## src/hdl/assert_macros.svh

```systemverilog
// Shared assertion macros for the string decoder.
`ifndef ASSERT_MACROS_SVH
`define ASSERT_MACROS_SVH

// Checked on every edge outside reset.
`define JSU_ASSERT(label, prop, msg) \
	label: assert property (@(posedge clk) disable iff (!arst_n) (prop)) else $error(msg);

// Checked on every edge, reset included.
`define JSU_ASSERT_ALWAYS(label, prop, msg) \
	label: assert property (@(posedge clk) (prop)) else $error(msg);

`endif

```

## src/hdl/jsu_pkg.sv

```systemverilog
package jsu_pkg;

	// Queue depth between the decoder front end and the output sequencer
	localparam int JSU_QUEUE_DEPTH = 4;

	// Decoder modes
	typedef enum logic [2:0] {
		M_IDLE    = 3'd0,
		M_STR     = 3'd1,
		M_ESC     = 3'd2,
		M_HEX1    = 3'd3,
		M_PAIR_BS = 3'd4,
		M_PAIR_U  = 3'd5,
		M_HEX2    = 3'd6
	} mode_t;

	// Result kinds
	typedef enum logic [1:0] {
		KIND_BYTE  = 2'd0,
		KIND_CLOSE = 2'd1,
		KIND_ERROR = 2'd2
	} kind_t;

	// Error codes
	localparam logic [3:0] ERR_NONE         = 4'd0;
	localparam logic [3:0] ERR_NO_OPEN      = 4'd1;
	localparam logic [3:0] ERR_CTRL_CHAR    = 4'd2;
	localparam logic [3:0] ERR_ESC_CUT      = 4'd3;
	localparam logic [3:0] ERR_BAD_ESC      = 4'd4;
	localparam logic [3:0] ERR_HEX_CUT      = 4'd5;
	localparam logic [3:0] ERR_BAD_HEX      = 4'd6;
	localparam logic [3:0] ERR_NO_PAIR      = 4'd7;
	localparam logic [3:0] ERR_BAD_LOW      = 4'd8;
	localparam logic [3:0] ERR_LONE_LOW     = 4'd9;
	localparam logic [3:0] ERR_UNTERMINATED = 4'd10;

	// Source characters
	localparam logic [7:0] CH_QUOTE  = 8'h22;
	localparam logic [7:0] CH_BSLASH = 8'h5C;
	localparam logic [7:0] CH_SLASH  = 8'h2F;
	localparam logic [7:0] CH_B      = 8'h62;
	localparam logic [7:0] CH_F      = 8'h66;
	localparam logic [7:0] CH_N      = 8'h6E;
	localparam logic [7:0] CH_R      = 8'h72;
	localparam logic [7:0] CH_T      = 8'h74;
	localparam logic [7:0] CH_U      = 8'h75;
	localparam logic [7:0] CH_SPACE  = 8'h20;

	// One decoded source byte's worth of results: up to four, last_idx is count - 1
	typedef struct packed {
		kind_t            kind;
		logic [1:0]       last_idx;
		logic [3:0][7:0]  data;
		logic [3:0]       err;
	} job_t;

endpackage

```

## src/hdl/jsu_front.sv

```systemverilog
module jsu_front
	import jsu_pkg::*;
(
	input  logic       clk,
	input  logic       arst_n,
	input  logic       in_valid,
	input  logic       in_ready,
	input  logic [7:0] in_byte,
	input  logic       in_end,
	output logic       push,
	output job_t       job
);

	mode_t        mode_q, mode_d;
	logic [1:0]   hexcnt_q, hexcnt_d;
	logic [15:0]  acc_q, acc_d;
	logic [9:0]   hs_q, hs_d;

	logic         accept;
	logic         has_job;
	logic         hex_ok;
	logic [3:0]   hex_val;
	logic [15:0]  acc_new;
	logic         is_high;
	logic         is_low;
	logic [10:0]  plane_sum;
	logic [20:0]  pair_cp;
	logic [20:0]  enc_v;
	logic [1:0]   enc_last;
	logic [3:0][7:0] enc_data;

	assign accept = in_valid && in_ready;

	// Hex digit decode
	always_comb begin
		hex_ok  = 1'b1;
		hex_val = 4'd0;
		if (in_byte >= 8'h30 && in_byte <= 8'h39) begin
			hex_val = in_byte[3:0];
		end else if ((in_byte >= 8'h61 && in_byte <= 8'h66) ||
		             (in_byte >= 8'h41 && in_byte <= 8'h46)) begin
			hex_val = in_byte[3:0] + 4'd9;
		end else begin
			hex_ok = 1'b0;
		end
	end

	assign acc_new = {acc_q[11:0], hex_val};
	assign is_high = (acc_new[15:10] == 6'b110110);
	assign is_low  = (acc_new[15:10] == 6'b110111);

	// Supplementary code point: 0x10000 + (high << 10) + low offset
	assign plane_sum = {1'b0, hs_q} + 11'd64;
	assign pair_cp   = {plane_sum, acc_new[9:0]};
	assign enc_v     = (mode_q == M_HEX2) ? pair_cp : {5'd0, acc_new};

	// UTF-8 encoder
	always_comb begin
		enc_data = '0;
		if (enc_v <= 21'h7F) begin
			enc_last    = 2'd0;
			enc_data[0] = enc_v[7:0];
		end else if (enc_v <= 21'h7FF) begin
			enc_last    = 2'd1;
			enc_data[0] = {3'b110, enc_v[10:6]};
			enc_data[1] = {2'b10, enc_v[5:0]};
		end else if (enc_v <= 21'hFFFF) begin
			enc_last    = 2'd2;
			enc_data[0] = {4'b1110, enc_v[15:12]};
			enc_data[1] = {2'b10, enc_v[11:6]};
			enc_data[2] = {2'b10, enc_v[5:0]};
		end else begin
			enc_last    = 2'd3;
			enc_data[0] = {5'b11110, enc_v[20:18]};
			enc_data[1] = {2'b10, enc_v[17:12]};
			enc_data[2] = {2'b10, enc_v[11:6]};
			enc_data[3] = {2'b10, enc_v[5:0]};
		end
	end

	// Next state
	always_comb begin
		mode_d   = mode_q;
		hexcnt_d = hexcnt_q;
		acc_d    = acc_q;
		hs_d     = hs_q;
		if (in_end) begin
			mode_d   = M_IDLE;
			hexcnt_d = 2'd0;
			acc_d    = '0;
		end else begin
			unique case (mode_q)
				M_IDLE: begin
					if (in_byte == CH_QUOTE) mode_d = M_STR;
				end
				M_STR: begin
					if (in_byte == CH_QUOTE || in_byte < CH_SPACE) mode_d = M_IDLE;
					else if (in_byte == CH_BSLASH) mode_d = M_ESC;
				end
				M_ESC: begin
					if (in_byte == CH_U) begin
						mode_d   = M_HEX1;
						hexcnt_d = 2'd0;
						acc_d    = '0;
					end else if (in_byte == CH_QUOTE || in_byte == CH_BSLASH ||
					             in_byte == CH_SLASH || in_byte == CH_B ||
					             in_byte == CH_F || in_byte == CH_N ||
					             in_byte == CH_R || in_byte == CH_T) begin
						mode_d = M_STR;
					end else begin
						mode_d = M_IDLE;
					end
				end
				M_HEX1, M_HEX2: begin
					if (!hex_ok) begin
						mode_d   = M_IDLE;
						hexcnt_d = 2'd0;
						acc_d    = '0;
					end else if (hexcnt_q != 2'd3) begin
						hexcnt_d = hexcnt_q + 2'd1;
						acc_d    = acc_new;
					end else begin
						hexcnt_d = 2'd0;
						acc_d    = '0;
						if (mode_q == M_HEX1) begin
							if (is_high) begin
								mode_d = M_PAIR_BS;
								hs_d   = acc_new[9:0];
							end else if (is_low) begin
								mode_d = M_IDLE;
							end else begin
								mode_d = M_STR;
							end
						end else begin
							mode_d = is_low ? M_STR : M_IDLE;
						end
					end
				end
				M_PAIR_BS: begin
					mode_d = (in_byte == CH_BSLASH) ? M_PAIR_U : M_IDLE;
				end
				M_PAIR_U: begin
					if (in_byte == CH_U) begin
						mode_d   = M_HEX2;
						hexcnt_d = 2'd0;
						acc_d    = '0;
					end else begin
						mode_d = M_IDLE;
					end
				end
				default: begin
					mode_d = M_IDLE;
				end
			endcase
		end
	end

	// Result job for the current byte
	always_comb begin
		has_job      = 1'b0;
		job.kind     = KIND_BYTE;
		job.last_idx = 2'd0;
		job.data     = '0;
		job.err      = ERR_NONE;
		if (in_end) begin
			unique case (mode_q)
				M_STR: begin
					has_job = 1'b1; job.kind = KIND_ERROR; job.err = ERR_UNTERMINATED;
				end
				M_ESC: begin
					has_job = 1'b1; job.kind = KIND_ERROR; job.err = ERR_ESC_CUT;
				end
				M_HEX1, M_HEX2: begin
					has_job = 1'b1; job.kind = KIND_ERROR; job.err = ERR_HEX_CUT;
				end
				M_PAIR_BS, M_PAIR_U: begin
					has_job = 1'b1; job.kind = KIND_ERROR; job.err = ERR_NO_PAIR;
				end
				default: begin
					has_job = 1'b0;
				end
			endcase
		end else begin
			unique case (mode_q)
				M_IDLE: begin
					if (in_byte != CH_QUOTE) begin
						has_job = 1'b1; job.kind = KIND_ERROR; job.err = ERR_NO_OPEN;
					end
				end
				M_STR: begin
					if (in_byte == CH_QUOTE) begin
						has_job = 1'b1; job.kind = KIND_CLOSE;
					end else if (in_byte < CH_SPACE) begin
						has_job = 1'b1; job.kind = KIND_ERROR; job.err = ERR_CTRL_CHAR;
					end else if (in_byte != CH_BSLASH) begin
						has_job = 1'b1; job.data[0] = in_byte;
					end
				end
				M_ESC: begin
					has_job = 1'b1;
					case (in_byte)
						CH_QUOTE, CH_BSLASH, CH_SLASH: job.data[0] = in_byte;
						CH_B: job.data[0] = 8'h08;
						CH_F: job.data[0] = 8'h0C;
						CH_N: job.data[0] = 8'h0A;
						CH_R: job.data[0] = 8'h0D;
						CH_T: job.data[0] = 8'h09;
						CH_U: has_job = 1'b0;
						default: begin
							job.kind = KIND_ERROR;
							job.err  = ERR_BAD_ESC;
						end
					endcase
				end
				M_HEX1, M_HEX2: begin
					if (!hex_ok) begin
						has_job = 1'b1; job.kind = KIND_ERROR; job.err = ERR_BAD_HEX;
					end else if (hexcnt_q == 2'd3) begin
						if (mode_q == M_HEX1 && is_low) begin
							has_job = 1'b1; job.kind = KIND_ERROR; job.err = ERR_LONE_LOW;
						end else if (mode_q == M_HEX2 && !is_low) begin
							has_job = 1'b1; job.kind = KIND_ERROR; job.err = ERR_BAD_LOW;
						end else if (!(mode_q == M_HEX1 && is_high)) begin
							has_job      = 1'b1;
							job.last_idx = enc_last;
							job.data     = enc_data;
						end
					end
				end
				M_PAIR_BS: begin
					if (in_byte != CH_BSLASH) begin
						has_job = 1'b1; job.kind = KIND_ERROR; job.err = ERR_NO_PAIR;
					end
				end
				M_PAIR_U: begin
					if (in_byte != CH_U) begin
						has_job = 1'b1; job.kind = KIND_ERROR; job.err = ERR_NO_PAIR;
					end
				end
				default: begin
					has_job = 1'b0;
				end
			endcase
		end
	end

	assign push = accept && has_job;

	// State registers
	always_ff @(posedge clk or negedge arst_n) begin
		if (!arst_n) begin
			mode_q   <= M_IDLE;
			hexcnt_q <= 2'd0;
			acc_q    <= '0;
			hs_q     <= '0;
		end else if (accept) begin
			mode_q   <= mode_d;
			hexcnt_q <= hexcnt_d;
			acc_q    <= acc_d;
			hs_q     <= hs_d;
		end
	end

endmodule

```

## src/hdl/jsu_fifo.sv

```systemverilog
`include "assert_macros.svh"

module jsu_fifo
	import jsu_pkg::*;
#(
	parameter int DEPTH = JSU_QUEUE_DEPTH
) (
	input  logic clk,
	input  logic arst_n,
	input  logic push,
	input  job_t wr_job,
	output logic full,
	input  logic pop,
	output logic nonempty,
	output job_t rd_job
);

	localparam int PW = (DEPTH > 1) ? $clog2(DEPTH) : 1;
	localparam int CW = $clog2(DEPTH + 1);

	job_t          slot_q [DEPTH];
	logic [PW-1:0] wr_ptr_q;
	logic [PW-1:0] rd_ptr_q;
	logic [CW-1:0] count_q;

	assign full     = (count_q == CW'(DEPTH));
	assign nonempty = (count_q != '0);
	assign rd_job   = slot_q[rd_ptr_q];

	// Entry storage
	always_ff @(posedge clk) begin
		if (push) slot_q[wr_ptr_q] <= wr_job;
	end

	// Pointers and fill count
	always_ff @(posedge clk or negedge arst_n) begin
		if (!arst_n) begin
			wr_ptr_q <= '0;
			rd_ptr_q <= '0;
			count_q  <= '0;
		end else begin
			if (push) begin
				wr_ptr_q <= (wr_ptr_q == PW'(DEPTH - 1)) ? '0 : wr_ptr_q + 1'b1;
			end
			if (pop) begin
				rd_ptr_q <= (rd_ptr_q == PW'(DEPTH - 1)) ? '0 : rd_ptr_q + 1'b1;
			end
			if (push && !pop) count_q <= count_q + 1'b1;
			else if (pop && !push) count_q <= count_q - 1'b1;
		end
	end

	`JSU_ASSERT(a_count_range, count_q <= CW'(DEPTH), "queue count beyond depth")
	`JSU_ASSERT(a_no_overflow, !(push && full), "push into full queue")
	`JSU_ASSERT(a_no_underflow, !(pop && !nonempty), "pop from empty queue")

endmodule

```

## src/hdl/jsu_back.sv

```systemverilog
`include "assert_macros.svh"

module jsu_back
	import jsu_pkg::*;
(
	input  logic        clk,
	input  logic        arst_n,
	input  logic        q_nonempty,
	input  job_t        q_job,
	output logic        pop,
	output logic        m_tvalid,
	input  logic        m_tready,
	output logic [15:0] m_tdata,
	output logic [1:0]  m_tuser,
	output logic        m_tlast
);

	job_t       job_q;
	logic       valid_q;
	logic [1:0] idx_q;
	logic       is_last;
	logic       out_take;

	assign is_last  = (idx_q == job_q.last_idx);
	assign out_take = valid_q && m_tready;
	// Load the next job when the current one is gone or its last result leaves now
	assign pop      = q_nonempty && (!valid_q || (out_take && is_last));

	// Current job and result index
	always_ff @(posedge clk or negedge arst_n) begin
		if (!arst_n) begin
			valid_q <= 1'b0;
			idx_q   <= 2'd0;
		end else if (pop) begin
			valid_q <= 1'b1;
			idx_q   <= 2'd0;
		end else if (out_take) begin
			if (is_last) valid_q <= 1'b0;
			else idx_q <= idx_q + 2'd1;
		end
	end

	always_ff @(posedge clk) begin
		if (pop) job_q <= q_job;
	end

	// Output transaction
	assign m_tvalid = valid_q;
	assign m_tuser  = job_q.kind;
	assign m_tlast  = is_last;
	assign m_tdata  = {4'd0, job_q.err, job_q.data[idx_q]};

	`JSU_ASSERT(a_load_starts_at_zero, pop |=> (valid_q && idx_q == 2'd0),
		"job load did not restart result index")
	`JSU_ASSERT(a_single_result_kinds, (valid_q && job_q.kind != KIND_BYTE) |->
		(job_q.last_idx == 2'd0), "close or error job with several results")
	`JSU_ASSERT(a_drain_idle, (out_take && is_last && !q_nonempty) |=> !valid_q,
		"output stayed valid after last result with queue empty")

endmodule

```

## src/hdl/json_string_unescape.sv

```systemverilog
// Channel  | Dir | tdata                                   | tuser          | tlast
// s_axis   | in  | [7:0] src_byte                          | [0] end_of_text | -
// m_axis   | out | [7:0] out_byte, [11:8] err_code, pad    | [1:0] kind     | last
//
// One source byte is taken per cycle while the result queue has room.
// Each result is its own transaction; a \u escape may give up to four.
// The sequencer drains one job at a time, a result per cycle while m_tready is high.
// With nothing queued, a byte's first result passes the queue and the job register.
// A stalled output fills the queue (QUEUE_DEPTH jobs), then s_tready drops.
// Reset (arst_n low) returns the decoder to waiting for an opening quote.
module json_string_unescape
	import jsu_pkg::*;
#(
	parameter int QUEUE_DEPTH = JSU_QUEUE_DEPTH
) (
	input  logic        clk,
	input  logic        arst_n,
	input  logic        s_tvalid,
	output logic        s_tready,
	input  logic [7:0]  s_tdata,   // [7:0] src_byte
	input  logic        s_tuser,   // [0] end_of_text
	output logic        m_tvalid,
	input  logic        m_tready,
	output logic [15:0] m_tdata,   // [7:0] out_byte, [11:8] err_code, [15:12] zero
	output logic [1:0]  m_tuser,   // [1:0] kind
	output logic        m_tlast
);

	logic q_full;
	logic q_nonempty;
	logic q_push;
	logic q_pop;
	job_t wr_job;
	job_t rd_job;

	assign s_tready = !q_full;

	// Decoder front end
	jsu_front u_front (
		.clk      (clk),
		.arst_n   (arst_n),
		.in_valid (s_tvalid),
		.in_ready (s_tready),
		.in_byte  (s_tdata),
		.in_end   (s_tuser),
		.push     (q_push),
		.job      (wr_job)
	);

	// Job queue
	jsu_fifo #(
		.DEPTH (QUEUE_DEPTH)
	) u_fifo (
		.clk      (clk),
		.arst_n   (arst_n),
		.push     (q_push),
		.wr_job   (wr_job),
		.full     (q_full),
		.pop      (q_pop),
		.nonempty (q_nonempty),
		.rd_job   (rd_job)
	);

	// Output sequencer
	jsu_back u_back (
		.clk        (clk),
		.arst_n     (arst_n),
		.q_nonempty (q_nonempty),
		.q_job      (rd_job),
		.pop        (q_pop),
		.m_tvalid   (m_tvalid),
		.m_tready   (m_tready),
		.m_tdata    (m_tdata),
		.m_tuser    (m_tuser),
		.m_tlast    (m_tlast)
	);

endmodule
```

## config.mk

```make
export PLATFORM = sky130hd
export DESIGN_NAME = json_string_unescape
export DESIGN_NICKNAME = d
export VERILOG_FILES = /design/src/hdl/jsu_pkg.sv /design/src/hdl/jsu_front.sv /design/src/hdl/jsu_fifo.sv /design/src/hdl/jsu_back.sv /design/src/hdl/json_string_unescape.sv
export VERILOG_INCLUDE_DIRS = /design/src /design/src/hdl
export SDC_FILE = /design/constraint.sdc
export NUM_CORES = 1
export LEC_CHECK = 0
export ABC_AREA = 1
export BUFFER_PORTS_ARGS = -buffer_cell sky130_fd_sc_hd__buf_4
export CORE_ASPECT_RATIO = 0.75
export CORE_MARGIN = 2
export CORE_UTILIZATION = 45
export DETAILED_ROUTE_END_ITERATION = 12
export MAX_ROUTING_LAYER = met4
export PLACE_DENSITY = 0.66
export SKIP_LAST_GASP = 1
export SYNTH_ARGS = -nofsm -noshare
export SYNTH_HDL_FRONTEND = slang
export SYNTH_SLANG_ARGS = --single-unit
export TNS_END_PERCENT = 5
```

## constraint.sdc

```tcl
create_clock -name clk -period 5.04 [get_ports clk]
set_clock_uncertainty 0.15 [all_clocks]
set_input_delay 1.008 -clock clk [delete_from_list [all_inputs] [get_ports clk]]
set_output_delay 1.008 -clock clk [all_outputs]
set_load 0.02 [all_outputs]
```

== After elaboration in Yosys (flattened, before gate mapping) ==
Memories as Yosys holds them, arrays and structs flattened. A register that Yosys moved wholly into a read port is not among the register bits.
Cells that the tools add are included.
Word-level totals
  register bits: 37
  bits in writable memories: 160
  bits of input ports: 13
  output and inout bits: 21
  word-level logic and storage cells: 211
  memories: 1
Cells by class
  $add $sub $neg: 8
  order comparisons: 11
  equality and inequality tests: 31
  multiplexer cells: 104
  bitwise operators: 2
  reductions and logical operators: 45
Memory list
  u_fifo.slot_q: words 4, bits a word 40, read ports 1, clocked after memory_dff 1, wr ports 1, line jsu_fifo.sv:21  | job_t slot_q [DEPTH];
Operator list (number)
  34-bit 2-to-1 mux: 5
  24-bit 2-to-1 mux: 3
  12-bit 2-to-1 mux: 5
  8-bit by 7-bit equality test with 1-bit output (second input constant): 7
  3-bit 2-to-1 mux: 16
  8-bit one-hot mux with 6 select lines: 1
  2-bit 2-to-1 mux: 23
  40-bit 2-to-1 mux: 1
  8-bit 2-to-1 mux: 5
  16-bit 2-to-1 mux: 2
  26-bit 2-to-1 mux: 1
  1-bit 2-to-1 mux: 25
  4-bit 2-to-1 mux: 6
  12-bit one-hot mux with 2 select lines: 1
  4-bit one-hot mux with 6 select lines: 1
  8-bit one-hot mux with 3 select lines: 1
  22-bit 2-to-1 mux: 1
  21-bit by 11-bit less-or-equal comparator with 1-bit output (second input constant): 1
  21-bit by 16-bit less-or-equal comparator with 1-bit output (second input constant): 1
  21-bit by 7-bit less-or-equal comparator with 1-bit output (second input constant): 1
  21-bit 2-to-1 mux: 1
  3-bit one-hot mux with 6 select lines: 1
  8-bit binary-select mux with 2-bit select: 1
  8-bit by 6-bit equality test with 1-bit output (second input constant): 2
  43 further kinds: 89

== Logic depth before layout (Yosys ltp) ==
Gate-level depths: netlist (run 1).
  depth in word-level cells: 19
  gate-level depth with buffers: 17
  mapped depth without buffers: 17

== Hierarchy ==
Synthesis (run 1) repeated with hierarchy kept, for this count alone.
Second synthesis, totals
  cells, all modules: 1127
  area, all modules: 11512.3 sq um
Modules (own cells, without submodules)
  jsu_fifo: instances 1, cells an instance 519, area an instance 6801.5 sq um, sequential area each 4979.8 sq um
  jsu_front: instances 1, cells an instance 475, area an instance 2970.3 sq um, sequential area each 675.6 sq um
  jsu_back: instances 1, cells an instance 132, area an instance 1736.7 sq um, sequential area each 1276.2 sq um
  json_string_unescape: instances 1, cells an instance 1, area an instance 3.8 sq um, sequential area each 0.0 sq um

== Least setup slack after synthesis (run 1) ==
Ideal clock, no wire load.
  path type: input to register
  from: in m_tready
  to: reg u_fifo.count_q[1]
  library setup time: 0.125 ns
  data arrival time: 4.134 ns
  required time: 4.765 ns
  path slack: 0.631 ns
  cell stages on the path: 9
  buffers on the path: 0
  path through: inv_1 > o21ai_0 > inv_1 > nor2_1 > inv_1 > ha_1 > inv_1 > fa_1 > mux2_2
On the way
  longest elaborated chain between the ends: 7
  elaborated cells between the ends (all ways): 9
  classes of those cells: 1 x mux; 8 x reduce/logical
Ends and longest elaborated chain
  start, declared: line json_string_unescape.sv:23  | input logic m_tready,
  1-bit logical AND (*): line jsu_back.sv:25  | assign out_take = valid_q && m_tready;
  1-bit logical AND (*): line jsu_back.sv:27  | assign pop = q_nonempty && (!valid_q || (out_take && is_last));
  1-bit logical OR (*): line jsu_back.sv:27
  1-bit logical AND (*): line jsu_back.sv:27
  via q_pop: line json_string_unescape.sv:32  | logic q_pop;
  1-bit logical NOT: line jsu_fifo.sv:48  | if (push && !pop) count_q <= count_q + 1'b1;
  1-bit logical AND: line jsu_fifo.sv:48
  3-bit 2-to-1 mux or 2-bit nonzero test (tied branches)
  end signal, assigned: line jsu_fifo.sv:48
  end signal, assigned: line jsu_fifo.sv:49  | else if (pop && !push) count_q <= count_q - 1'b1;
  end, declared: line jsu_fifo.sv:24  | logic [CW-1:0] count_q;
The timed path passes the listed nets; every way through them passes the cells marked *.
A chain may end at the register's enable or synchronous reset.

== Final worst setup path (run 1) ==
  from: in s_tdata[0]
  to: reg u_fifo.count_q[1]
On the way
  longest elaborated chain between the ends: 12
  elaborated cells between the ends (all ways): 33
  classes of those cells: 7 x order compare; 5 x eq/ne; 12 x mux; 9 x reduce/logical
Ends and longest elaborated chain
  start, declared: line json_string_unescape.sv:20  | input logic [7:0] s_tdata,
  8-bit by 7-bit >= comparator with 1-bit output, or another cell as far along: line jsu_front.sv:40  | end else if ((in_byte >= 8'h61 && in_byte <= 8'h66) ||
  1-bit logical AND, on equally long branches: line jsu_front.sv:40, jsu_front.sv:41
  1-bit logical OR: line jsu_front.sv:40
  1-bit 2-to-1 mux: line jsu_front.sv:40
  1-bit 2-to-1 mux: line jsu_front.sv:38  | if (in_byte >= 8'h30 && in_byte <= 8'h39) begin
  1-bit 2-to-1 mux: line jsu_front.sv:216  | if (!hex_ok) begin
  1-bit one-hot mux with 6 select lines (*): line jsu_front.sv:184  | unique case (mode_q)
  1-bit 2-to-1 mux (*): line jsu_front.sv:165  | if (in_end) begin
  1-bit logical AND (*): line jsu_front.sv:247  | assign push = accept && has_job;
  via q_push: line json_string_unescape.sv:31  | logic q_push;
  1-bit logical NOT: line jsu_fifo.sv:49
  1-bit logical AND: line jsu_fifo.sv:49
  2-bit nonzero test (no source line)
Marked as above.

==> results.md, run 1 <==
* Clock share of power at 25.2%
* Initial core utilization at 45.9%
* I/O Buffers at 29
* Rel. slew slack at 20.7%
* Post-synthesis sequential area ratio at 62.4%
* Post-DP HPWL at 16.4 mm
* DRT Wirelength at approximately 25 mm
* Die X at 177 microns
* Layout cell share with drive strength beyond 1 at 12.1%
* Seq pwr share at 44.4%
* Gr ovfl total at 0
* Post-synth EDFFs at 180
* Global placer's final weighted congestion at 0.952
* CTS resizes at 0
* Pwr Density at around 520 nW/um^2
* Crit path time final at 3560 ps
* Worst-margin pin slew at between 1000 and 1500 ps
* First-pass GRT wire length at 38.7 mm
* H-Tree Depth at 1
* DR pass1 iterations at 5
* Num CTS Buffers at 21
* TritonCTS Sinks at between 200 and 250
* Pre-CTS setup slack at 979 ps
* Setup tns final at 0 ps
* Leakage power at 4.25 nW
* Core Region at 22100 sq um
* CTS Root Cell: clkbuf_16
* RSZ-0062 raised after global routing: false
* Psw at about 2.0 mW
* Final ANT Viol Nets at 0
* Max-slew violation count at 0
* Hold/Removal Path Class: reg2reg
* Startpoint Class: input pin
* Syn-to-layout area delta at 10.8%
* Setup Fix Bufs, Post-CTS at 0
* Worst r2r path cells at 12
* Reg2reg setup slack at 1640 ps
* Post-synth cell types at 40
* Commonest cells after routing, fill and taps aside: edfxtp_1, nor2_1, nand2_1, o21ai_0, inv_1
* Area of the multi-input gates at ~3300 sq um
* Cells after synthesis at 983
* Filler Cell Count at between 1500 and 2000
* Vias at 7186
* Rows at 47
* Initial antenna violation count at 0
* Part of the cycle the worst path needs at 70.7%
* CP Data Arrival Time at 3810 ps
* Vias in the first global route at 6783
* Initial DRC count at between 700 and 800
* Reg2reg end: u_fifo.count_q[1]$_DFFE_PN0P_
* Largest net degree at the start of global routing at 75
* Layout Utilization at about half
* # DRC at 0
* Logic pwr share at 30.4%
* Overall power at just under 6 mW
* Placed Cells at 1268
* Crit Path Class: in2reg
* Max-cap violations at 0
* Worst Setup End Kind: flop
* Finished Layout Cells at roughly 1300
* Clk pin slew, worst setup/hold paths at 60 ps
* Reg-to-Reg Start: u_front.mode_q[2]$_DFFE_PN0P_
* Total Nets Final at between 1000 and 1500
* Mapped cell area at 10100 sq um
* Required @ worst endpoint at about 5300 ps
* CTS max path bufs at 3
* CP Launch Point: s_tdata[0]
* Async SR Flop Fraction at 17.1%
* Fmax at 281 MHz
* Diode count at 0
* Worst setup path end: u_fifo.count_q[1]$_DFFE_PN0P_
* Cells on Worst Hold Path at 2
* Post-DR vias/cell at 5.50
* Tot GR Track Use at roughly 22%
* Synth Flop Type: edfxtp_1
* Syn Area/Cell at 10.3 sq um
* Synthesized flop and latch total at 217
* VDD IR max at about 0.26 mV
* Skew-Pair Late Insertion Delay at 500 ps
* I/O Pins at 34
* Register area at 6330 sq um
* Setup WS post-layout at approximately 1500 ps
* Final setup fails at 0
* Per-cell routed wire length at between 15 and 20 microns
* Commonest non-fill, non-tap cell in the layout: edfxtp_1
* Die Footprint at about 24000 sq um
* CTS tree: yes
* Crit path max fanout at 7
* Synth warn at 0
* Cts hold-fix bufs at 0
* Net Sw Frac at between 30% and 40%
* Die Ht at 134 microns
* Fin. Hold Viols at 0
* Internal power at approximately 3.8 mW
* Status: complete, no violations
logic make-up after synthesis:
logic type	after synthesis	synth area share (%)
buffers and inverters	132	5.71
AO/OA/AOI/OAI	225	11.9
multiplexers	1	0.111
flip-flops	217	62.4
AND/OR/NAND/NOR	388	17.6
adder cells (fa/ha/maj)	13	1.68
other	1	0.0370
XOR/XNOR	6	0.518
synthesized netlist by cell type, drive strengths merged, types with 2 or more instances:
master | instances | area [sq um]
ha | 12 | 150
nor3 | 14 | 85.1
clkbuf | 31 | 116
a211oi | 2 | 15.0
a31oi | 2 | 12.5
a21oi | 30 | 150
inv | 82 | 313
o21ai | 136 | 681
edfxtp | 180 | 5410
o22ai | 51 | 319
nor2 | 158 | 671
o211ai | 2 | 15.0
xor2 | 2 | 17.5
buf | 18 | 145
nand3 | 45 | 270
nand4 | 19 | 134
xnor2 | 4 | 35.0
nand2 | 150 | 608
dfrtp | 37 | 926
registers in the layout, summed over array words and instances (netlist names):
name	count
u_fifo.wr_ptr_q	2
u_fifo.slot_q	144
u_front.hexcnt_q	2
u_fifo.rd_ptr_q	2
u_back.m_tdata	4
u_back.job_q	30
u_back.m_tuser	2
u_front.acc_q	12
u_fifo.count_q	3
u_front.hs_q	10
u_back.m_tvalid	1
u_back.idx_q	2
u_front.mode_q	3
worst min-delay path by stage:
stage / from / endpoint / slack (ps)
after global routing: u_front.hs_q[0]$_DFFE_PN0P_ / u_front.hs_q[0]$_DFFE_PN0P_ / 370
after detailed placement: u_front.hs_q[5]$_DFFE_PN0P_ / u_front.hs_q[5]$_DFFE_PN0P_ / 330
after floorplan: u_front.hs_q[0]$_DFFE_PN0P_ / u_front.hs_q[0]$_DFFE_PN0P_ / 300
after global placement: u_front.hs_q[2]$_DFFE_PN0P_ / u_front.hs_q[2]$_DFFE_PN0P_ / 330
final: u_front.hs_q[5]$_DFFE_PN0P_ / u_front.hs_q[5]$_DFFE_PN0P_ / 340
after CTS: u_front.hs_q[5]$_DFFE_PN0P_ / u_front.hs_q[5]$_DFFE_PN0P_ / 340
critical path, stage by stage:
cell	delay, ps
buf_4	140
inv_1	120
ha_1	250
nand3_1	100
nand3b_1	290
nand2_1	140
nand3_1	120
nor3_1	150
nand3_1	160
nand3_2	280
inv_1	80
ha_1	190
inv_1	90
fa_1	410
mux2_2	270
through the flow:
| stage | hold WS [ps] | instance area [sq um] |
|---|---|---|
| after floorplan | 303 | 10100 |
| after global placement | 329 | 10600 |
| after detailed placement | 326 | 10600 |
| after CTS | 341 | 11200 |
| after global routing | 373 | 11200 |
| final | 341 | 11200 |
layout make-up:
cell class	count	area share (%)
Tap cell	294	3.27
Inverter	83	2.83
Multi-Input combinational cell	637	29.2
Clock inverter	11	0.724
Clock buffer	27	4.97
Timing Repair Buffer	37	2.69
Sequential cell	217	56.4
power groups by stage:
| stage | Sequential, mW | Clock [mW] | Combinational (mW) |
|---|---|---|---|
| 6_report | 2.59 | 1.47 | 1.78 |
| 5_1_grt | 2.63 | 1.57 | 1.98 |
| 4_1_cts | 2.59 | 1.50 | 1.79 |
| 3_5_place_dp | 2.63 | 0 | 1.78 |
| 3_3_place_gp | 2.62 | 0 | 1.76 |
| 2_1_floorplan | 2.56 | 0 | 1.21 |
layer usage:
layer	routed length, microns	vias up	global-route usage (%)
met5	0	-	-
met4	437	0	4.37
met3	1930	41	3.80
met2	10600	277	31.4
met1	11700	3413	32.7
li1	-	3455	-
No activity file was read; power rests on OpenSTA's default activity.
==> run 2, diff against run 1 <==
==> constraint.sdc (replaced) <==
create_clock -name clk -period 3.4 [get_ports clk]
set_clock_uncertainty 0.15 [all_clocks]
set_input_delay 0.68 -clock clk [delete_from_list [all_inputs] [get_ports clk]]
set_output_delay 0.68 -clock clk [all_outputs]
set_load 0.02 [all_outputs]
==> run 2 against run 1 <==
Register-to-register slack worse by 1200 ps. Highest routed layer unchanged. Total power is 52% higher. Sequential cell count stayed put. Routed wire length is 1.4% lower. First-iteration DRC count is 17% higher. Setup slack worse by 1000 ps. Non-clock buffer count is 22 higher. Worst hold slack worse by 310 ps. Via count is 2.0% higher. Critical path depth is 10 lower. Critical endpoint is now m_tdata[2].
==> results.md, run 2 (synthesis results as in run 1) <==
* Status: complete, no violations (unchanged)
* H-Tree Depth at 1 (unchanged)
* Per-cell routed wire length at 18.3 microns (was 18.9 microns)
* Hold/Removal Path Class: in2async (was reg2reg)
* Seq pwr share at 42.9% (was 44.4%)
* Commonest non-fill, non-tap cell in the layout: edfxtp_1 (unchanged)
* Max FFs per register at 144 (unchanged)
* I/O Pins at 34 (unchanged)
* Diode count at 0 (unchanged)
* DR pass1 iterations at 5 (unchanged)
* Psw at 3.06 mW (was 2.05 mW)
* Logic pwr share at 30.8% (was 30.4%)
* Setup tns final at 0 ps (unchanged)
* Final ANT Viol Nets at 0 (unchanged)
* Vias in the first global route at 6812 (was 6783)
* Skew-Pair Late Insertion Delay at 500 ps (about the same)
* Clock share of power at 26.3% (was 25.2%)
* Required @ worst endpoint at 2570 ps (was 5280 ps)
* VDD IR max at 0.389 mV (was 0.262 mV)
* Worst-margin pin slew at 1070 ps (was 1190 ps)
* CTS max path bufs at 3 (unchanged)
* Max-slew violation count at 0 (unchanged)
* Vias at 7329 (was 7186)
* Rel. slew slack at 28.8% (was 20.7%)
* Core Region at 22100 sq um (unchanged)
* Met1 GRT Util at 32.3% (was 32.7%)
* Largest net degree at the start of global routing at 75 (unchanged)
* DRT Wirelength at 24.3 mm (was 24.6 mm)
* RSZ-0062 raised after global routing: false (unchanged)
* CP Data Arrival Time at 2090 ps (was 3810 ps)
* # DRC at 0 (unchanged)
* Startpoint Class: flop (was input pin)
* CTS Root Cell: clkbuf_16 (unchanged)
* Part of the cycle the worst path needs at a little under nine tenths
* Die X at 177 microns (unchanged)
* Syn-to-layout area delta at 13.3% (was 10.8%)
* Met3 usage at 4.34% (was 3.80%)
* Final setup fails at 0 (unchanged)
* Met2 Track Usage GR at 30.7% (was 31.4%)
* Initial core utilization at 45.9% (unchanged)
* Finished Layout Cells at 1328 (was 1306)
* Gr ovfl total at 0 (unchanged)
* Clk pin slew, worst setup/hold paths at 70 ps (was 60 ps)
* I/O Buffers at 29 (unchanged)
* Crit path max fanout at 16 (was 7)
* CTS tree: yes (unchanged)
* Initial DRC count at 896 (was 768)
* Leakage power at 4.38 nW (was 4.25 nW)
* Crit path time final at 2920 ps
* Die Footprint at 23800 sq um (unchanged)
* First-pass GRT wire length at 38.2 mm (was 38.7 mm)
* Pwr Density at 774 nW/um^2 (was 520 nW/um^2)
* Max-cap violations at 0 (unchanged)
* Most crowded layer after global routing: met1 (unchanged)
* Placed Cells at 1290 (was 1268)
* Crit Path Class: reg2out (was in2reg)
* Initial antenna violation count at 0 (unchanged)
* Largest reg by FF count: u_fifo.slot_q (unchanged)
* Layout cell share with drive strength beyond 1 at 14.4% (was 12.1%)
* Num CTS Buffers at 21 (unchanged)
* Post-DR vias/cell at 5.52 (was 5.50)
* Worst Setup End Kind: output port (was flop)
* Die Ht at 134 microns (unchanged)
* Global placer's final weighted congestion at 0.985 (was 0.952)
* TritonCTS Sinks at 217 (unchanged)
* Fin Hold WS at 27.1 ps (was 341 ps)
* Internal power at 5.82 mW (was 3.80 mW)
* Post-DP HPWL at 16.2 mm (was 16.4 mm)
* Commonest cells after routing, fill and taps aside: edfxtp_1, nor2_1, nand2_1, o21ai_0, inv_1 (unchanged)
* Tot GR Track Use at 21.6% (was 21.8%)
* Rows at 47 (unchanged)
* Layout Utilization at 51.9% (was 50.8%)
* Net Sw Frac at 34.5% (was 35.1%)
* Total Nets Final at 1045 (was 1023)
* Fmax at between 300 and 400 MHz
* Setup Fix Bufs, Post-CTS at 0 (unchanged)
* Regs by FF count: u_fifo.slot_q: 144 flops, u_back.job_q: 30 flops, u_front.acc_q: 12 flops (unchanged)
* Fin. Hold Viols at 0 (unchanged)
[run 2: cell count changes in the layout (fill, tap and decap cells not counted), moves of 2 or more]
cell and change:
clkinv_1 -3, buf_12 +2, clkbuf_8 +2, clkinvlp_4 +3, buf_4 +20
[run 2: worst max-delay path: stages (launching register included)]
cell     delay (ps)
dfrtp_1         390
buf_4           190
inv_1           380
o21ai_0         160
o22ai_1         270
buf_4           210
[run 2: final cells by class]
| type | instances | area, sq um |
|---|---|---|
| Tap cell | 294 | 368 |
| Sequential cell | 217 | 6330 |
| Clock buffer | 28 | 582 |
| Multi-Input combinational cell | 637 | 3280 |
| Timing Repair Buffer | 59 | 493 |
| Inverter | 83 | 318 |
| Fill cell | 1972 | 10600 |
| Clock inverter | 10 | 113 |
[run 2: power by group through the flow]
stage | combinational [mW] | sequential (mW) | clock, mW
after floorplan | 1.79 | 3.79 | 0
after global placement | 2.71 | 3.86 | 0
after detailed placement | 2.75 | 3.87 | 0
after CTS | 2.76 | 3.81 | 2.38
after global routing | 3.05 | 3.86 | 2.47
final | 2.74 | 3.81 | 2.34
[run 2: per-stage QoR]
| step | setup WS (ps) | cell area (sq um) | power, mW |
|---|---|---|---|
| after floorplan | -511 | 10200 | 5.59 |
| after global placement | 109 | 10800 | 6.57 |
| after detailed placement | 35.2 | 10800 | 6.62 |
| after CTS | 384 | 11500 | 8.95 |
| after global routing | 193 | 11500 | 9.38 |
| final | 479 | 11500 | 8.89 |
[run 2: final timing paths]
path / slack (ps) / cells after the start / endpoint / startpoint
min in group clk: 350 / 2 / u_front.hs_q[5]$_DFFE_PN0P_ / u_front.hs_q[5]$_DFFE_PN0P_
max in group asynchronous: 2640 / 1 / u_fifo.rd_ptr_q[0]$_DFFE_PN0P_ / arst_n
worst min-delay path: 30 / 1 / u_front.hs_q[4]$_DFFE_PN0P_ / arst_n
worst max register to register: 490 / 11 / u_fifo.count_q[1]$_DFFE_PN0P_ / u_front.mode_q[1]$_DFFE_PN0P_
worst max-delay path: 480 / 5 / m_tdata[2] / u_back.idx_q[0]$_DFFE_PN0P_
worst min register to register: 350 / 2 / u_front.hs_q[5]$_DFFE_PN0P_ / u_front.hs_q[5]$_DFFE_PN0P_
[run 2: timing repair]
| action | in CTS | in global routing |
|---|---|---|
| hold buffers | 0 | 0 |
| setup endpoints to repair | 0 | 1 |
| resized for setup | 0 | 1 |
[run 2: per-layer routing]
layer / up-vias / wire [microns]
li1: 3495 / -
met1: 3514 / 11400
met2: 283 / 10400
met3: 37 / 2070
met4: 0 / 431
met5: - / 0
==> run 3, diff against run 2 <==
==> constraint.sdc (replaced) <==
create_clock -name clk -period 3.8 [get_ports clk]
set_clock_uncertainty 0.15 [all_clocks]
set_input_delay 0.76 -clock clk [delete_from_list [all_inputs] [get_ports clk]]
set_output_delay 0.76 -clock clk [all_outputs]
set_load 0.02 [all_outputs]
==> run 3 against run 2 <==
Sequential power is 10% lower. Routed wire length up 2.0%. Setup slack lost 87 ps. Count of clock-buffer cells in the layout is 4 lower. Worst hold slack improved by 48 ps. Non-clock buffer count shrank 4. Largest cell class unchanged. Via count rose by 0.19%.
==> results.md, run 3 (synthesis results as in run 1) <==
* DR pass1 iterations at 5 (unchanged)
* Rel. slew slack at 29.7% (was 28.8%)
* Required @ worst endpoint at 3870 ps (was 2570 ps)
* Setup WS post-layout at 393 ps (was 479 ps)
* Overall power at 8.11 mW (was 8.89 mW)
* Max-slew violation count at 0 (unchanged)
* Tot GR Track Use at 21.8% (was 21.6%)
* Max-cap violations at 0 (unchanged)
* Fmax at 293 MHz
* Setup Fix Bufs, Post-CTS at 0 (unchanged)
* Commonest cells after routing, fill and taps aside: edfxtp_1, nor2_1, nand2_1, o21ai_0, inv_1 (unchanged)
* Core Region at 22100 sq um (unchanged)
* Hold/Removal Path Class: in2async (unchanged)
* Largest net degree at the start of global routing at 75 (unchanged)
* TritonCTS Sinks at 217 (unchanged)
* Post-DP HPWL at 16.7 mm (was 16.2 mm)
* Crit Path Class: reg2reg (was reg2out)
* Startpoint Class: flop (unchanged)
* Largest reg by FF count: u_fifo.slot_q (unchanged)
* Die Footprint at 23800 sq um (unchanged)
* Final ANT Viol Nets at 0 (unchanged)
* Post-DR vias/cell at 5.54 (was 5.52)
* Die Ht at 134 microns (unchanged)
* Regs by FF count: u_fifo.slot_q: 144 flops, u_back.job_q: 30 flops, u_front.acc_q: 12 flops (unchanged)
* Leakage power at 4.39 nW (was 4.38 nW)
* Placed Cells at 1286 (was 1290)
* Crit path time final at around 3400 ps
* DRT Wirelength at 24.8 mm (was 24.3 mm)
* Layout Utilization at 51.9% (about the same)
* I/O Buffers at 29 (unchanged)
* Worst-margin pin slew at 1050 ps (was 1070 ps)
* Finished Layout Cells at 1326 (was 1328)
* Vias at 7343 (was 7329)
* Cts hold-fix bufs at 0 (unchanged)
* First-pass GRT wire length at 38.7 mm (was 38.2 mm)
* CTS resizes at 0 (unchanged)
* Status: complete, no violations (unchanged)
* Pwr Density at 707 nW/um^2 (was 774 nW/um^2)
* CTS max path bufs at 3 (unchanged)
* Initial core utilization at 45.9% (unchanged)
* CP Data Arrival Time at 3480 ps (was 2090 ps)
* VDD IR max at 0.445 mV (was 0.389 mV)
* Vias in the first global route at 6863 (was 6812)
* H-Tree Depth at 1 (unchanged)
* Register area at 6330 sq um (about the same)
* Syn-to-layout area delta at 13.2% (was 13.3%)
* Commonest non-fill, non-tap cell in the layout: edfxtp_1 (unchanged)
* Setup tns final at 0 ps (unchanged)
* Worst Setup End Kind: flop (was output port)
* Pre-CTS setup slack at 12.0 ps (was 35.2 ps)
* I/O Pins at 34 (unchanged)
* Final setup fails at 0 (unchanged)
* Part of the cycle the worst path needs at about 90%
* Global placer's final weighted congestion at 0.954 (was 0.985)
* Initial antenna violation count at 0 (unchanged)
* Per-cell routed wire length at 18.7 microns (was 18.3 microns)
* Total Nets Final at 1042 (was 1045)
* Initial DRC count at 909 (was 896)
* CTS Root Cell: clkbuf_16 (unchanged)
* Die X at 177 microns (unchanged)
* Rows at 47 (unchanged)
* Crit path max fanout at 31 (was 16)
* Placed instance area at 10700 sq um (was 10800 sq um)
* Gr ovfl total at 0 (unchanged)
* Area of the multi-input gates at 3280 sq um (unchanged)
* Skew-Pair Late Insertion Delay at 510 ps (was 500 ps)
* Fin Hold WS at 75.1 ps (was 27.1 ps)
* Num CTS Buffers at 22 (was 21)
* Filler Cell Count at 1957 (was 1972)
* Diode count at 0 (unchanged)
* CTS tree: yes (unchanged)
* Final Cell Area at 11500 sq um (about the same)
* Clk pin slew, worst setup/hold paths at 60 ps (was 70 ps)
* Max FFs per register at 144 (unchanged)
* # DRC at 0 (unchanged)
* Fin. Hold Viols at 0 (unchanged)
* Layout cell share with drive strength beyond 1 at 14.4% (about the same)
* RSZ-0062 raised after global routing: false (unchanged)
## run 3: cell count changes in the layout (fill, tap and decap cells not counted), moves of 2 or more
cell / change
buf_12: -4
clkinv_2: +4
clkbuf_1: -3
bufinv_16: +2
clkbuf_8: -2
clkinvlp_4: -2
## run 3: power breakdown
group          internal (mW)  switching, mW  leakage, nW
clock                   1.36          0.909        0.373
sequential              3.22          0.197         2.19
combinational          0.746           1.67         1.83
total                   5.33           2.78         4.39
## run 3: cell type report
| type | count | area share (%) |
|---|---|---|
| multi-input cells | 637 | 28.6 |
| clock inverters | 16 | 1.73 |
| well taps | 294 | 3.21 |
| flip-flops and latches | 217 | 55.2 |
| inverters | 83 | 2.77 |
| repair buffers | 55 | 3.60 |
| clock buffers | 24 | 4.95 |
## run 3: final timing paths
check,start,to,slack (ps),depth (start not counted)
hold reg to reg,u_front.hs_q[1]$_DFFE_PN0P_,u_front.hs_q[1]$_DFFE_PN0P_,340,2
setup reg to reg,u_front.mode_q[2]$_DFFE_PN0P_,u_fifo.slot_q[3][7]$_DFFE_PP_,390,9
max in group asynchronous,arst_n,u_fifo.rd_ptr_q[0]$_DFFE_PN0P_,3000,1
hold / removal,arst_n,u_front.hs_q[7]$_DFFE_PN0P_,80,1
min in group clk,u_front.hs_q[1]$_DFFE_PN0P_,u_front.hs_q[1]$_DFFE_PN0P_,340,2
setup / recovery,u_front.mode_q[2]$_DFFE_PN0P_,u_fifo.slot_q[3][7]$_DFFE_PP_,390,9
## run 3: critical path: stages (launching register included)
cell and delay [ps]:
dfrtp_1 640, inv_1 190, nand3_2 150, nor3_1 100
o21ai_0 270, nand2_1 100, nand3_1 150, nand3_2 220
nor2_4 860, buf_4 300
## run 3: metal layers
layer / routed length [microns] / part of all wire (%) / GRT usage [%]
met1: 11900 / 48 / 32.6
met5: 0 / 0 / -
met4: 512 / 2.1 / 5.51
met2: 10700 / 43 / 31.2
met3: 1760 / 7.1 / 3.37
